<file path="src/rtl/core/lmsaf_pkg.sv">
`default_nettype none

package lmsaf_pkg;

  localparam int SAMPLE_W = 16;
  localparam int WEIGHT_W = 24;
  localparam int MUL_A_W  = 33;
  localparam int MUL_P_W  = MUL_A_W + SAMPLE_W;
  localparam int WIDE_W   = 48;

  localparam logic [15:0] STEP_SIZE_RESET = 16'd13107;

  localparam logic signed [WIDE_W-1:0] S16_MAX = 48'sd32767;
  localparam logic signed [WIDE_W-1:0] S16_MIN = -48'sd32768;
  localparam logic signed [WIDE_W-1:0] W_MAX   = 48'sd8388607;
  localparam logic signed [WIDE_W-1:0] W_MIN   = -48'sd8388608;

  typedef logic signed [SAMPLE_W-1:0] sample_t;
  typedef logic signed [WEIGHT_W-1:0] weight_t;

  function automatic sample_t sat16(input logic signed [WIDE_W-1:0] v);
    sample_t r;
    if (v > S16_MAX) begin
      r = S16_MAX[SAMPLE_W-1:0];
    end else if (v < S16_MIN) begin
      r = S16_MIN[SAMPLE_W-1:0];
    end else begin
      r = v[SAMPLE_W-1:0];
    end
    return r;
  endfunction

  function automatic weight_t sat24(input logic signed [WIDE_W-1:0] v);
    weight_t r;
    if (v > W_MAX) begin
      r = W_MAX[WEIGHT_W-1:0];
    end else if (v < W_MIN) begin
      r = W_MIN[WEIGHT_W-1:0];
    end else begin
      r = v[WEIGHT_W-1:0];
    end
    return r;
  endfunction

endpackage

`default_nettype wire

</file>
<file path="src/rtl/core/lms_adaptive_fir.sv">
`default_nettype none

// LMS adaptive FIR filter, Q1.15 samples and Q4.20 weights. One word in gives
// one word out: the filter output (pre-update weights) and the error, both
// saturated to 16 bits. A single 33x16 multiplier does all the arithmetic and
// passes over the taps twice per word (once for the FIR sum, once for the
// weight update), so the input takes no new word until the last one has
// reached the output register; in_ready is high only between words. The result waits in an
// output register, so a new word may be taken while it is still pending; if
// it is still held when the next result is ready, the final step waits for it.
// Weights and delay line clear at reset; step_size resets to 0.2. The user
// must write it through cfg_write/cfg_data only while idle; the block itself
// does not enforce this.
module lms_adaptive_fir #(
  parameter int NUM_TAPS = 5
) (
  input  wire                    clk,
  input  wire                    rst,
  input  wire                    cfg_write,
  input  wire [15:0]             cfg_data,
  input  wire                    in_valid,
  output logic                   in_ready,
  input  wire signed [15:0]      reference_sample,
  input  wire signed [15:0]      desired_sample,
  output logic                   out_valid,
  input  wire                    out_ready,
  output logic signed [15:0]     filter_output,
  output logic signed [15:0]     error_value
);

  localparam int CNT_W = $clog2(NUM_TAPS + 1);
  localparam int ACC_W = lmsaf_pkg::SAMPLE_W + lmsaf_pkg::WEIGHT_W + CNT_W;
  localparam int Y_W   = ACC_W - 20;
  localparam int P_W   = lmsaf_pkg::MUL_P_W;
  localparam int D_W   = P_W - 26;

  typedef enum logic [2:0] {
    S_IDLE,
    S_MAC,
    S_ROUND,
    S_ERR,
    S_MU,
    S_UPD,
    S_DONE
  } state_t;

  state_t state;
  logic [CNT_W-1:0] cnt;
  logic [15:0] step_size;
  lmsaf_pkg::sample_t tap_line [NUM_TAPS];
  lmsaf_pkg::weight_t tap_weights [NUM_TAPS];
  lmsaf_pkg::sample_t des;
  lmsaf_pkg::sample_t y_sat;
  lmsaf_pkg::sample_t err;
  logic signed [ACC_W-1:0] acc;
  logic signed [Y_W-1:0] y;
  logic signed [lmsaf_pkg::MUL_A_W-1:0] mu_e;
  logic signed [P_W-1:0] prod;

  logic signed [lmsaf_pkg::MUL_A_W-1:0] mul_a;
  logic signed [lmsaf_pkg::SAMPLE_W-1:0] mul_b;
  logic signed [P_W-1:0] mul_out;
  logic signed [ACC_W-1:0] acc_rnd;
  logic signed [P_W-1:0] prod_rnd;
  logic signed [D_W-1:0] delta;
  lmsaf_pkg::weight_t w_upd;

  assign in_ready = (state == S_IDLE);

  // shared multiplier
  always_comb begin
    case (state)
      S_MU: begin
        mul_a = lmsaf_pkg::MUL_A_W'($signed({1'b0, step_size}));
        mul_b = err;
      end
      S_UPD: begin
        mul_a = mu_e;
        mul_b = tap_line[0];
      end
      default: begin
        mul_a = lmsaf_pkg::MUL_A_W'(tap_weights[0]);
        mul_b = tap_line[0];
      end
    endcase
    mul_out = P_W'(mul_a) * P_W'(mul_b);
  end

  always_comb begin
    acc_rnd  = acc + (ACC_W'(1) <<< 19);
    prod_rnd = prod + (P_W'(1) <<< 25);
    delta    = prod_rnd[P_W-1:26];
    w_upd    = lmsaf_pkg::sat24(lmsaf_pkg::WIDE_W'(tap_weights[0])
                                + lmsaf_pkg::WIDE_W'(delta));
  end

  always_ff @(posedge clk) begin
    if (rst) begin
      state     <= S_IDLE;
      cnt       <= '0;
      step_size <= lmsaf_pkg::STEP_SIZE_RESET;
      out_valid <= 1'b0;
      acc       <= '0;
      for (int k = 0; k < NUM_TAPS; k++) begin
        tap_line[k]    <= '0;
        tap_weights[k] <= '0;
      end
    end else begin
      if (cfg_write) begin
        step_size <= cfg_data;
      end
      if (out_valid && out_ready && state != S_DONE) begin
        out_valid <= 1'b0;
      end
      case (state)
        S_IDLE: begin
          if (in_valid) begin
            tap_line[0] <= reference_sample;
            for (int k = 1; k < NUM_TAPS; k++) begin
              tap_line[k] <= tap_line[k-1];
            end
            des   <= desired_sample;
            acc   <= '0;
            cnt   <= '0;
            state <= S_MAC;
          end
        end
        S_MAC: begin
          if (cnt < CNT_W'(NUM_TAPS)) begin
            prod <= mul_out;
            for (int k = 0; k < NUM_TAPS - 1; k++) begin
              tap_line[k]    <= tap_line[k+1];
              tap_weights[k] <= tap_weights[k+1];
            end
            tap_line[NUM_TAPS-1]    <= tap_line[0];
            tap_weights[NUM_TAPS-1] <= tap_weights[0];
          end
          if (cnt != '0) begin
            acc <= acc + ACC_W'(prod);
          end
          if (cnt == CNT_W'(NUM_TAPS)) begin
            state <= S_ROUND;
          end else begin
            cnt <= cnt + 1'b1;
          end
        end
        S_ROUND: begin
          y     <= acc_rnd[ACC_W-1:20];
          state <= S_ERR;
        end
        S_ERR: begin
          y_sat <= lmsaf_pkg::sat16(lmsaf_pkg::WIDE_W'(y));
          err   <= lmsaf_pkg::sat16(lmsaf_pkg::WIDE_W'(des) - lmsaf_pkg::WIDE_W'(y));
          state <= S_MU;
        end
        S_MU: begin
          mu_e  <= mul_out[lmsaf_pkg::MUL_A_W-1:0];
          cnt   <= '0;
          state <= S_UPD;
        end
        S_UPD: begin
          if (cnt < CNT_W'(NUM_TAPS)) begin
            prod <= mul_out;
            for (int k = 0; k < NUM_TAPS - 1; k++) begin
              tap_line[k] <= tap_line[k+1];
            end
            tap_line[NUM_TAPS-1] <= tap_line[0];
          end
          // weights shift in the cycle after the taps, once the product is registered
          if (cnt != '0) begin
            for (int k = 0; k < NUM_TAPS - 1; k++) begin
              tap_weights[k] <= tap_weights[k+1];
            end
            tap_weights[NUM_TAPS-1] <= w_upd;
          end
          if (cnt == CNT_W'(NUM_TAPS)) begin
            state <= S_DONE;
          end else begin
            cnt <= cnt + 1'b1;
          end
        end
        S_DONE: begin
          if (!out_valid || out_ready) begin
            filter_output <= y_sat;
            error_value   <= err;
            out_valid     <= 1'b1;
            state         <= S_IDLE;
          end
        end
        default: begin
          state <= S_IDLE;
        end
      endcase
    end
  end

`ifndef NO_ASSERTIONS
  a_accept_starts_mac: assert property (@(posedge clk) disable iff (rst)
    (in_valid && in_ready) |=> (state == S_MAC && acc == '0 && cnt == '0))
    else $error("accepted word did not start the sum");

  a_cnt_bound: assert property (@(posedge clk) disable iff (rst)
    cnt <= CNT_W'(NUM_TAPS))
    else $error("tap counter past the last tap");

  a_out_from_done: assert property (@(posedge clk) disable iff (rst)
    $rose(out_valid) |-> $past(state) == S_DONE)
    else $error("result raised outside the final step");

  a_mac_to_round: assert property (@(posedge clk) disable iff (rst)
    (state == S_MAC && cnt == CNT_W'(NUM_TAPS)) |=> state == S_ROUND)
    else $error("sum did not end after the last tap");
`endif

endmodule

`default_nettype wire

</file>
<file path="config.mk">
export PLATFORM = sky130hd
export DESIGN_NAME = lms_adaptive_fir
export DESIGN_NICKNAME = d
export VERILOG_FILES = /design/src/rtl/core/lmsaf_pkg.sv /design/src/rtl/core/lms_adaptive_fir.sv
export SDC_FILE = /design/constraint.sdc
export NUM_CORES = 2
export LEC_CHECK = 0
export ABC_AREA = 1
export ABC_CLOCK_PERIOD_IN_PS = 7850
export BUFFER_PORTS_ARGS = -buffer_cell sky130_fd_sc_hd__clkbuf_2
export CAP_MARGIN = 5
export CELL_PAD_IN_SITES_DETAIL_PLACEMENT = 0
export CELL_PAD_IN_SITES_GLOBAL_PLACEMENT = 2
export CORE_AREA = 4 4 383 385
export CTS_CLUSTER_SIZE = 40
export DETAILED_ROUTE_END_ITERATION = 16
export DIE_AREA = 0 0 387 389
export GPL_TIMING_DRIVEN = 0
export PLACE_DENSITY = 0.74
export REMOVE_ABC_BUFFERS = 1
export SETUP_SLACK_MARGIN = 0.02
export SLEW_MARGIN = 20
export SYNTH_ARGS = -nofsm -noshare
export SYNTH_HDL_FRONTEND = slang
export SYNTH_SLANG_ARGS = --single-unit
</file>
<file path="constraint.sdc">
create_clock -name clk -period 7.85 [get_ports clk]
set_clock_uncertainty 0.15 [all_clocks]
set_input_delay 0.785 -clock clk [delete_from_list [all_inputs] [get_ports clk]]
set_output_delay 0.785 -clock clk [all_outputs]
set_load 0.005 [all_outputs]
</file>
==> metrics.log <==
[metrics] outcome: complete, no violations
[metrics] PnR worst setup slack: 247 ps
[metrics] synthesized area divided by synthesized cell count: 8.40 um2
[metrics] count of boundary I/O pins: 87
[metrics] ranking of synthesized cells by area: edfxtp_1, fa_1, inv_1
[metrics] Async SR Flop Fraction: 0
[metrics] number of nets with antenna violations after detailed routing: 0
[metrics] layout cells sized above 1: 0.101
[metrics] Min-Delay Path Class: in2reg
[metrics] flop and latch count out of synthesis: 451
[metrics] via count: 33,400
[metrics] floorplan die width: 387 um
[metrics] EDFF count, synth: 385
[metrics] Yosys Warn Count: 0
[metrics] Period minus WS final: 7600 ps
[metrics] die height: 389 um
[metrics] vias in the first global route: 34,100
[metrics] Clock transition at path regs: 70 ps
[metrics] instance count of the mapped netlist: 5,090
[metrics] share of synthesized area spent on multiplexers: 0
[metrics] endpoint type of the worst setup path: flop
[metrics] largest net degree at the start of global routing: 82
[metrics] slowest library cell on the worst path: fa_1
[metrics] average via count per standard cell: 4.63
[metrics] die outline area: 151,000 um2
[metrics] number of clock sinks: 451
[metrics] most common cell after layout, fill and taps aside: inv_1
[metrics] post-synthesis share of cell area spent on and, or, nand and nor gates: 0.175
[metrics] fin nets: 6,022
[metrics] total clock buffers created by CTS: 51
[metrics] Inserted Diodes: 0
[metrics] CTS tree: built
[metrics] Critical Setup Path Class: reg2reg
[metrics] cts-stage hold buffer count: 0
[metrics] 1st-iter DRT viols: 2,161
[metrics] count of distinct cell types in the synthesized netlist: 53
[metrics] wire length per cell: 19.4 um
[metrics] proportion of synthesized chip area in sequential cells: 0.301
[metrics] final clock period utilization by the worst path: 0.968
[metrics] max capacitance violation total: 0
[metrics] Compound-Gate Fraction of Synth Area: 0.0822
[metrics] worst path required time: 8030 ps
[metrics] area fraction of the dominant cell type after synthesis: 0.270
[metrics] number of buffers between clock root and the deepest sink: 3
[metrics] Main synth FF type: edfxtp_1
[metrics] root buffer cell: clkbuf_16
[metrics] kind of start point of the critical path: flop
[metrics] DRC violation count after routing: 0
[metrics] Placer Congestion: 0.893
[metrics] first-pass GRT wire length: 212,000 um
[metrics] Critical Path AT: 7780 ps
[metrics] largest family of logic cells by synthesized area: adder cells
[metrics] cell row count: 139
[metrics] placeable core region: 143,000 um2
[metrics] mapped cell area: 42,800 um2
[metrics] Synth area leader: edfxtp_1
[metrics] antenna violations before repair: 4
[metrics] peak fanout along the critical path: 14
[metrics] area delta synth->final: 15.6%
[metrics] Slew headroom: 0.393
[metrics] peak clock frequency supported by timing: 132 MHz
[metrics] cell type with the highest occurrence count on the critical path: fa_1
[metrics] total overflow reported by the global router: 0
[metrics] Crit path largest cell delay: 590 ps
[metrics] max-slew violation total from the final report: 0
[metrics] number of buffers inserted by port buffering: 86
[metrics] combined global-route utilization of all metal layers: 0.184
[metrics] synthesized-area fraction occupied by xor and xnor cells: 0.0256
[metrics] setup repair after global routing missed its margin: true
[metrics] worst slack at placement: -2060 ps
[metrics] # H-tree levels: 2
[metrics] area share of fa/ha/maj cells after synthesis: 0.297
[metrics] starting utilization of the core area: 0.299
[metrics] clock latency on the worst-skew pair: 620 ps
[metrics] leading cell types in the layout, fill and taps excluded: inv_1, nand2_1, nor2_1
[metrics] final-report hold violation count: 0
[metrics] routed wire length: 140,000 um
[metrics] HPWL reported at the end of detailed placement: 114,000 um
[metrics] DR pass1 iterations: 8
[metrics] count of final setup violators: 0
[metrics] fillcell total: 15,000
[metrics] transition time of the tightest slew-check pin: 905 ps
## area by class of cell
cell class              count  area (um2)  share of cell area
multi-input cells        3308       25600               0.518
well taps                1903        2380              0.0482
clock buffers              66        1360              0.0276
inverters                1219        4670              0.0945
clock inverters            29         329             0.00666
flip-flops and latches    451       12900               0.261
repair buffers            225        2170              0.0440
## synthesized netlist by cell type (10+ instances only)
library cell  number
o21ai_0          106
nor2_2            45
a21o_1            19
clkbuf_1          73
a21oi_2           10
nor3_1            37
nor2_1           537
nand4_1           42
o21bai_1          24
fa_1             503
edfxtp_1         385
o21ai_2           12
a21boi_0          15
buf_2             30
xor2_1            82
o21ai_1           84
dfxtp_1           66
inv_1           1156
a31oi_1           12
inv_2             63
nand2_1         1026
ha_1             210
xnor2_1           43
nand3_1          137
a21oi_1          240
o22ai_1           54
## registers in the layout, summed over array words and instances, names as in the netlist
name           cells
y                 23
tap_line          80
out_valid          1
error_value       16
des               16
prod              49
acc               43
cnt                3
mu_e              33
err               16
state              3
filter_output     16
y_sat             16
tap_weights      120
step_size         16
## metal layers
metal  routed length (um)  global-route usage  up-vias
met5                    0                   0        -
met4                 2690              0.0347        0
met3                 5890              0.0165      116
met2                66900               0.312      680
met1                64500               0.257    16500
li1                     -                   -    16000
## worst paths after layout
check	from	end	slack (ps)	cells after the start
min	desired_sample[6]	des[6]$_DFFE_PP_	200	1
max reg2reg	state[0]$_SDFFE_PP0P_	prod[30]$_DFFE_PP_	250	27
max	state[0]$_SDFFE_PP0P_	prod[30]$_DFFE_PP_	250	27
min reg2reg	y_sat[2]$_SDFFCE_PN1P_	filter_output[2]$_DFFE_PP_	270	0
## repair_timing
| action | CTS | global route |
|---|---|---|
| gates resized for setup | 77 | 66 |
| setup buffers | 59 | 25 |
| cloned | 2 | 0 |
| pin swaps | 20 | 12 |
| endpoints found under the setup margin | 66 | 47 |
## cells by family after synthesis
| group | Yosys count |
|---|---|
| DFF | 451 |
| xor gates and xnor gates | 125 |
| and+or+nand+nor | 1853 |
| adders and majority gates | 713 |
| buffers and inverters | 1333 |
| AOI/OAI and AO/OA | 615 |
## worst max-delay path, delay by kind of cell, from the launching register on
kind	cells	cell delay, ps
fa+ha+maj	7	3490
compound gates	5	1220
buf+inv	9	1060
simple gates	5	750
flops	1	400
xor+xnor	1	200
## per-stage QoR
stage	utilization	cells	TNS (ps)	instance area [um2]	hold WS, ps
finish	0.345	7201	0	49400	199
detailed placement	0.322	7020	-100100	46200	255
global placement	0.315	6965	-723040	45100	251
floorplan	-	4976	0	42300	250
CTS	0.342	7176	0	48900	155
global route	0.345	7201	0	49400	170
Power is not shown: default switching activity piles up to over one toggle a cycle in this logic, so the estimate is an artifact.
